===== config.mk =====
export PLATFORM = sky130hd
export DESIGN_NAME = ps2_mouse_packet_decoder
export DESIGN_NICKNAME = d
export VERILOG_FILES = /design/src/rtl/ps2md_pkg.sv /design/src/rtl/ps2_mouse_packet_decoder.sv
export SDC_FILE = /design/constraint.sdc
export NUM_CORES = 1
export LEC_CHECK = 0
export ABC_AREA = 0
export BUFFER_PORTS_ARGS = -buffer_cell sky130_fd_sc_hd__buf_2
export CORE_MARGIN = 3
export CORE_UTILIZATION = 45
export CTS_CLUSTER_DIAMETER = 40
export CTS_CLUSTER_SIZE = 40
export DETAILED_ROUTE_END_ITERATION = 8
export PLACE_DENSITY_LB_ADDON = 0.25
export SLEW_MARGIN = 10
export SYNTH_ARGS = -nofsm -noshare
export SYNTH_HDL_FRONTEND = slang
export SYNTH_SLANG_ARGS = --single-unit

===== constraint.sdc =====
create_clock -name clk_i -period 4 [get_ports clk_i]
set_input_delay 1.2 -clock clk_i [delete_from_list [all_inputs] [get_ports clk_i]]
set_output_delay 1.2 -clock clk_i [all_outputs]
set_load 0.02 [all_outputs]

===== src/rtl/ps2md_pkg.sv =====
// ----------------------------------------------------------------------------
// PS/2 mouse packet decoder package
// Shared constants, the event word layout and the packet decode function.
// ----------------------------------------------------------------------------
package ps2md_pkg;

  // Configuration register indexes.
  localparam int unsigned CfgIdxW = 1;
  localparam logic [CfgIdxW-1:0] CFG_WHEEL_ENABLE       = 1'b0;
  localparam logic [CfgIdxW-1:0] CFG_FIVE_BUTTON_ENABLE = 1'b1;

  // Bit positions inside the first (status) byte of a packet.
  localparam int unsigned B0_LEFT   = 0;
  localparam int unsigned B0_RIGHT  = 1;
  localparam int unsigned B0_MIDDLE = 2;
  localparam int unsigned B0_X_SIGN = 4;
  localparam int unsigned B0_Y_SIGN = 5;
  localparam int unsigned B0_X_OVF  = 6;
  localparam int unsigned B0_Y_OVF  = 7;

  // Bit positions inside the fourth byte.
  localparam int unsigned B3_BTN4 = 4;
  localparam int unsigned B3_BTN5 = 5;

  // Byte positions inside a packet.
  localparam logic [1:0] POS_LAST_SHORT = 2'd2;
  localparam logic [1:0] POS_LAST_LONG  = 2'd3;

  // One decoded event, packed so that move_x sits in the lowest bits.
  typedef struct packed {
    logic [4:0] pad;
    logic       button_fifth;
    logic       button_fourth;
    logic       button_middle;
    logic       button_right;
    logic       button_left;
    logic [3:0] wheel_step;   // two's complement
    logic [8:0] move_y;       // two's complement
    logic [8:0] move_x;       // two's complement
  } ps2md_event_t;

  // Builds an event from the three stored bytes and the fourth byte.
  function automatic ps2md_event_t ps2md_decode(input logic [7:0] b0,
                                                input logic [7:0] b1,
                                                input logic [7:0] b2,
                                                input logic [7:0] b3,
                                                input logic       wheel,
                                                input logic       five);
    ps2md_event_t ev;
    logic         ovf;
    ovf              = b0[B0_X_OVF] | b0[B0_Y_OVF];
    ev               = '0;
    ev.move_x        = ovf ? 9'd0 : {b0[B0_X_SIGN], b1};
    ev.move_y        = ovf ? 9'd0 : {b0[B0_Y_SIGN], b2};
    ev.wheel_step    = wheel ? b3[3:0] : 4'd0;
    ev.button_left   = b0[B0_LEFT];
    ev.button_right  = b0[B0_RIGHT];
    ev.button_middle = b0[B0_MIDDLE];
    ev.button_fourth = wheel & five & b3[B3_BTN4];
    ev.button_fifth  = wheel & five & b3[B3_BTN5];
    return ev;
  endfunction

endpackage


===== src/rtl/ps2_mouse_packet_decoder.sv =====
// ----------------------------------------------------------------------------
// PS/2 mouse packet decoder
// Gathers mouse bytes into 3- or 4-byte packets and emits one decoded event
// (buttons, 9-bit X/Y movement, wheel step) per complete packet.
// ----------------------------------------------------------------------------
// Data path: a byte is captured in the input register; the event that the
// last byte of a packet completes is then loaded into the result register,
// which drives the output.
// Throughput: one byte per cycle while the output is not stalled, set by the
// single input register stage feeding the result register. Reset (rst_ni low,
// asynchronous) empties both stages, restarts packet assembly at the first
// byte and clears both mode registers, so the block starts in 3-byte mode.
module ps2_mouse_packet_decoder
  import ps2md_pkg::*;
(
  input  logic               clk_i,
  input  logic               rst_ni,
  // Configuration write port.
  input  logic               cfg_we_i,
  input  logic [CfgIdxW-1:0] cfg_idx_i,
  input  logic               cfg_data_i,
  // Byte input stream.
  input  logic               s_axis_tvalid_i,
  output logic               s_axis_tready_o,
  input  logic [7:0]         s_axis_tdata_i,   // [7:0] data_byte
  input  logic               s_axis_tuser_i,   // [0] from_mouse
  // Event output stream.
  output logic               m_axis_tvalid_o,
  input  logic               m_axis_tready_i,
  // [8:0] move_x, [17:9] move_y, [21:18] wheel_step, [22] button_left,
  // [23] button_right, [24] button_middle, [25] button_fourth,
  // [26] button_fifth, [31:27] zero
  output logic [31:0]        m_axis_tdata_o
);

  // Mode registers.
  logic wheel_q, five_q;

  // Input register stage.
  logic       in_valid_q;
  logic [7:0] in_byte_q;
  logic       in_mouse_q;

  // Packet assembly state.
  logic [1:0] pos_q, pos_d;
  logic [7:0] pkt0_q, pkt1_q, pkt2_q;

  // Result register.
  logic         out_valid_q;
  ps2md_event_t out_q;

  logic         four;
  logic         emit;
  logic         out_free;
  logic         advance;
  logic [7:0]   y_byte;
  ps2md_event_t event_d;

  always_ff @(posedge clk_i or negedge rst_ni) begin
    if (!rst_ni) begin
      wheel_q <= 1'b0;
      five_q  <= 1'b0;
    end else if (cfg_we_i) begin
      case (cfg_idx_i)
        CFG_WHEEL_ENABLE:       wheel_q <= cfg_data_i;
        CFG_FIVE_BUTTON_ENABLE: five_q  <= cfg_data_i;
        default: ;
      endcase
    end
  end

  // Either mode makes packets four bytes long.
  assign four = wheel_q | five_q;

  // The held byte finishes a packet when it is the last byte for this mode.
  // A stray fourth byte in 3-byte mode is dropped and wraps the position.
  assign emit = in_mouse_q &&
                ((four && pos_q == POS_LAST_LONG) || (!four && pos_q == POS_LAST_SHORT));

  // The held byte moves on unless it completes an event that has nowhere to go.
  assign out_free        = !out_valid_q || m_axis_tready_i;
  assign advance         = in_valid_q && (!emit || out_free);
  assign s_axis_tready_o = !in_valid_q || advance;

  // In 3-byte mode the Y byte is the held byte that completes the packet.
  assign y_byte  = (!four && pos_q == POS_LAST_SHORT) ? in_byte_q : pkt2_q;
  assign event_d = ps2md_decode(pkt0_q, pkt1_q, y_byte, in_byte_q, wheel_q, five_q);

  always_comb begin
    pos_d = pos_q;
    if (in_mouse_q) begin
      pos_d = emit ? 2'd0 : pos_q + 2'd1;
    end
  end

  always_ff @(posedge clk_i or negedge rst_ni) begin
    if (!rst_ni) begin
      in_valid_q <= 1'b0;
    end else if (s_axis_tready_o) begin
      in_valid_q <= s_axis_tvalid_i;
    end
  end

  always_ff @(posedge clk_i) begin
    if (s_axis_tready_o && s_axis_tvalid_i) begin
      in_byte_q  <= s_axis_tdata_i;
      in_mouse_q <= s_axis_tuser_i;
    end
  end

  always_ff @(posedge clk_i or negedge rst_ni) begin
    if (!rst_ni) begin
      pos_q  <= 2'd0;
      pkt0_q <= 8'd0;
      pkt1_q <= 8'd0;
      pkt2_q <= 8'd0;
    end else if (advance) begin
      pos_q <= pos_d;
      if (in_mouse_q && !emit) begin
        case (pos_q)
          2'd0:    pkt0_q <= in_byte_q;
          2'd1:    pkt1_q <= in_byte_q;
          2'd2:    pkt2_q <= in_byte_q;
          default: ;
        endcase
      end else if (in_mouse_q && !four) begin
        pkt2_q <= in_byte_q;
      end
    end
  end

  always_ff @(posedge clk_i or negedge rst_ni) begin
    if (!rst_ni) begin
      out_valid_q <= 1'b0;
    end else if (advance && emit) begin
      out_valid_q <= 1'b1;
    end else if (m_axis_tready_i) begin
      out_valid_q <= 1'b0;
    end
  end

  always_ff @(posedge clk_i) begin
    if (advance && emit) begin
      out_q <= event_d;
    end
  end

  assign m_axis_tvalid_o = out_valid_q;
  assign m_axis_tdata_o  = out_q;

`ifndef SYNTHESIS
  // A completed packet never overwrites an event that is still waiting.
  assert property (@(posedge clk_i) disable iff (!rst_ni)
    out_valid_q && !m_axis_tready_i && emit |-> !advance)
    else $error("event overwritten while stalled");

  // Packet assembly restarts after every emitted event.
  assert property (@(posedge clk_i) disable iff (!rst_ni)
    advance && emit |=> pos_q == 2'd0 && out_valid_q)
    else $error("position not restarted after event");

  // Overflow in the status byte forces zero movement.
  assert property (@(posedge clk_i) disable iff (!rst_ni)
    advance && emit && (pkt0_q[B0_X_OVF] || pkt0_q[B0_Y_OVF])
      |=> out_q.move_x == 9'd0 && out_q.move_y == 9'd0)
    else $error("movement not zeroed on overflow");

  // Bytes from the keyboard leave the packet position alone.
  assert property (@(posedge clk_i) disable iff (!rst_ni)
    advance && !in_mouse_q |=> $stable(pos_q))
    else $error("non-mouse byte moved the packet position");
`endif

endmodule

# Yosys cells after proc, flatten, opt, wreduce, memory -nomap -nowiden
# Cells that the tools add are included.
[totals]
regBits = 66
output_inout_bits = 34
wordCells = 61
[op_classes]
muxes = 7
reduce_logical = 25
n_addsub = 1
n_eq_ne = 4
bitwise = 6
[op_table]
columns = ["op", "n"]
rows = [
  ["8-bit two-way mux", 4],
  ["3-bit AND reduction", 3],
  ["1-bit logical AND", 8],
  ["2-bit AND reduction", 3],
  ["2-bit equality test, second input constant", 2],
  ["1-bit logical NOT", 4],
  ["1-bit logical OR", 4],
  ["2-bit nonzero test", 2],
  ["1-bit AND", 3],
  ["2-bit by 1-bit adder with 2-bit output, second input constant", 1],
  ["2-bit by 1-bit equality test with 1-bit output, second input constant", 1],
  ["2-bit logical NOT", 1],
  ["1-bit two-way mux", 2],
  ["2-bit two-way mux", 1],
  ["2-bit inequality test, second input constant", 1],
  ["1-bit bitwise OR", 2],
  ["1-bit inverter", 1],
]

# Logic depth before layout (Yosys ltp)
[logic_depth]
depth_word = 10
ltp_mapped = 6
depth_no_buf = 5

# Worst setup path after synthesis
# Ideal clock, no wire load.
[synth_timing]
path_kind = "input to register"
startpoint = "input m_axis_tready_i"
endpoint = "register out_q, in the netlist m_axis_tdata_o[0] (enable)"
path_stages = 2
path_slack_ps = 118
t_arrival_ps = 3432
n_path_buf = 0
required_time_ps = 3549
cell_sequence = "nand2b_1 > nor3b_1"
[synth_via]
elab_chain_cells = 4
[synth_lines]
columns = ["item", "line_no", "source"]
rows = [
  ["from (decl)", "ps2_mouse_packet_decoder.sv:29", "input logic m_axis_tready_i,"],
  ["1-bit logical OR", "ps2_mouse_packet_decoder.sv:81", "assign out_free = !out_valid_q || m_axis_tready_i;"],
  ["1-bit logical OR", "ps2_mouse_packet_decoder.sv:82", "assign advance = in_valid_q && (!emit || out_free);"],
  ["1-bit logical AND", "ps2_mouse_packet_decoder.sv:82", ""],
  ["1-bit logical AND", "ps2_mouse_packet_decoder.sv:143", "if (advance && emit) begin"],
  ["to (signal assigned)", "ps2_mouse_packet_decoder.sv:144", "out_q <= event_d;"],
  ["to (decl)", "ps2_mouse_packet_decoder.sv:50", "ps2md_event_t out_q;"],
]
# Every way passes these cells.
# A chain may end at the register's enable or synchronous reset.

# Worst setup path in the final report
[layout_timing]
startpoint = "register pos_q[0]"
endpoint = "output s_axis_tready_o"
[layout_via]
elab_chain_cells = 8
[layout_lines]
columns = ["item", "line_no", "source"]
rows = [
  ["from (decl)", "ps2_mouse_packet_decoder.sv:45", "logic [1:0] pos_q, pos_d;"],
  ["from (signal assigned)", "ps2_mouse_packet_decoder.sv:118", "pos_q <= pos_d;"],
  ["2-bit equality test", "ps2_mouse_packet_decoder.sv:78", "((four && pos_q == POS_LAST_LONG) || (!four && pos_q == POS_LAST_SHORT));"],
  ["1-bit logical AND", "ps2_mouse_packet_decoder.sv:78", ""],
  ["1-bit logical OR *", "ps2_mouse_packet_decoder.sv:78", ""],
  ["1-bit logical AND *", "ps2_mouse_packet_decoder.sv:77", "assign emit = in_mouse_q &&"],
  ["1-bit logical NOT *", "ps2_mouse_packet_decoder.sv:82", ""],
  ["1-bit logical OR *", "ps2_mouse_packet_decoder.sv:82", ""],
  ["1-bit logical AND *", "ps2_mouse_packet_decoder.sv:82", ""],
  ["1-bit logical OR *", "ps2_mouse_packet_decoder.sv:83", "assign s_axis_tready_o = !in_valid_q || advance;"],
  ["to (decl)", "ps2_mouse_packet_decoder.sv:24", "output logic s_axis_tready_o,"],
]
# Every way passes the cells marked *; elsewhere a longest branch is shown, timed or not.

==> metrics.cfg <==
[clocking]
postCtsSetupBuffers=0
worstSkewPairLatency_ns=0.34
clockRootBuffer=clkbuf_8
clk_path_buf_depth=2
holdBufCountCts=0
cts_resized=0
cts-buffers-inserted=9
cts_max_level=3
cts_sinks=65
cts_tree=done
clkTransAtPathRegs_ns=0.07

[floorplanning]
core_region_area_mm2=0.005574
num_io_pins=50
die-area_mm2=0.006789
fp.dieH_um=82.40
die_w_um=82.40
fp-row-count=27
start_util_pct=47.12

[critical_path]
regToRegStartpoint=pos_q[0]
timing.critical_path.cells=inv_1 > ha_1 > or3b_1 > a211oi_1 > inv_1 > buf_2
cp_max_fo=12
crit_family=simple AND/OR/NAND/NOR gates
reg2reg_depth=6
critPathMostFrequentCell=inv_1
path_class=flip-flop to output pin
r2r_slack_ns=1.46
critPathMaxStageDelay_ns=0.55
critPathLaunch=pos_q[0]
path_depth=6
arrival_ns=2.22
critical_path_buf_inv_count=3
startpoint_type=flip-flop
worst_ep_required_time_ns=2.80
r2r_end=m_axis_tdata_o[2]
slowest_stage=or3b_1
endpoint_kind=output pin

[place]
place_ws_ns=0.7628
gp_congestion=0.7854
dp_hpwl_um=2915
dp_cells=285
io_buffers=44

[synth]
yosysMostFrequentCell=edfxtp_1
synth_seq_area_share_pct=68.79
synth-seq-cells=65
synth.top_cells.by_count=edfxtp_1, dfrtp_1, mux2_2
yosysTopAreaCell=edfxtp_1
synth_cell_types=30
synthFlopType=edfxtp_1
syn_inst=174
synth_area_mm2=0.002626
avgSynthCellArea_um2=15.09
async_flop_share_pct=44.62
yosys_warnings=0
synth-edff-count=36
synthTopCellsByArea=edfxtp_1, dfrtp_1, mux2_2
synth_top_area_share_pct=41.16

[grt]
grt_pass1_wl_um=6872
grt_pass1_vias=1397
grt_max_degree=30
antenna_found_initial=0
grt_usage_pct=14.38
gr-total-overflow=0

[pwr]
pwr_density_cell_mw_per_mm2=638.9
peakVddDrop_mv=0.2585
leakagePower_nw=1.293

[sta]
fmax_mhz=292.2
hold_viol=0
slew_violations=0
worstMarginPinSlew_ns=0.9269
setup_viol=0
final.setup.worst_slack_ns=0.5776
fin_crit_ns=3.422
slew_headroom_pct=37.94
skew_ns=0.008403
grt_setup_unrepaired=false
fin_crit_sh_pct=85.56
tns_ns=0

[route]
first_iter_violations=92
dr.pass1.iters=4
wl_per_cell_um=14.24
drc_errors=0
wl_um=4287
antenna_left=0
num_vias=1460
drt-vias-per-instance=4.850

[min_path]
hold_class=flip-flop to flip-flop
hold_depth=0
whs_endpoint=m_axis_tdata_o[24]
min_from=pkt0_q[2]

[cells_and_area]
diodes=0
nets=244
fin_cells=301
drive_above_1_share_pct=40.17
syn2layout_area_growth_pct=18.87

[status]
status=completed

[run]
drv_cap=0

## routing by layer
metal  vias to the layer above  track usage (%)  part of all wire, %
met5                         -                0                    0
met4                         0            8.970                  2.1
met3                         9            4.555                  5.3
met2                        35            21.39                   48
met1                       706            18.21                   45
li1                        710                -                    -
## worst max-delay path by stage
| stage | slack [ns] | to |
|---|---|---|
| floorplan | 0.12 | m_axis_tdata_o[0] |
| global placement | 0.78 | s_axis_tready_o |
| detailed placement | 0.76 | s_axis_tready_o |
| CTS | 0.57 | s_axis_tready_o |
| global route | 0.42 | s_axis_tready_o |
| finish | 0.58 | s_axis_tready_o |
## where the power goes
group | internal [W] | total, W | switching (W)
clock | 0.000355 | 0.000596 | 0.000240
combinational | 0.000210 | 0.000414 | 0.000204
sequential | 0.000899 | 0.000985 | 0.0000852
## cells in the final DEF (no fill, tap or decap), drive strengths merged, types with 4 or more instances in the layout
| master | count |
|---|---|
| a21oi | 9 |
| and2 | 14 |
| buf | 45 |
| clkbuf | 14 |
| conb | 5 |
| dfrtp | 29 |
| edfxtp | 36 |
| ha | 4 |
| mux2 | 25 |
| nand2 | 18 |
## per-stage QoR
step | area (um2) | util [%] | power (W) | hold WS, ns
2_1_floorplan | 2641 | - | 0.001311 | 0.4211
3_3_place_gp | 2904 | 52.10 | 0.001404 | 0.4363
3_5_place_dp | 2904 | 52.10 | 0.001418 | 0.4410
4_1_cts | 3122 | 56.00 | 0.002016 | 0.4571
5_1_grt | 3122 | 56.00 | 0.002118 | 0.4770
6_report | 3122 | 56.00 | 0.001994 | 0.4508
## final cells by class
type | instances | area [um2]
inverters | 3 | 11.26
repair buffers | 45 | 227.7
clock buffers | 14 | 182.7
clock inverters | 2 | 35.03
multi-input cells | 100 | 768.2
fillers | 460 | 2452
flip-flops and latches | 65 | 1807
well taps | 72 | 90.09
## flip-flops by register name (all words and copies together), names as in the netlist
register	count
pkt1_q	8
pkt0_q	7
wheel_q	1
in_valid_q	1
in_mouse_q	1
m_axis_tvalid_o	1
m_axis_tdata_o	27
pkt2_q	8
in_byte_q	8
five_q	1
pos_q	2
## cells by family after synthesis
family                   after synthesis  share of synthesized area (%)
AO/OA/AOI/OAI                         17                          4.335
adder cells (fa/ha/maj)                4                          1.906
buffers and inverters                 13                          2.715
flip-flops                            65                          68.79
multiplexers                          25                          10.72
other                                  1                         0.1428
AND/OR/NAND/NOR                       49                          11.39
(Power assumes the default switching activity.)
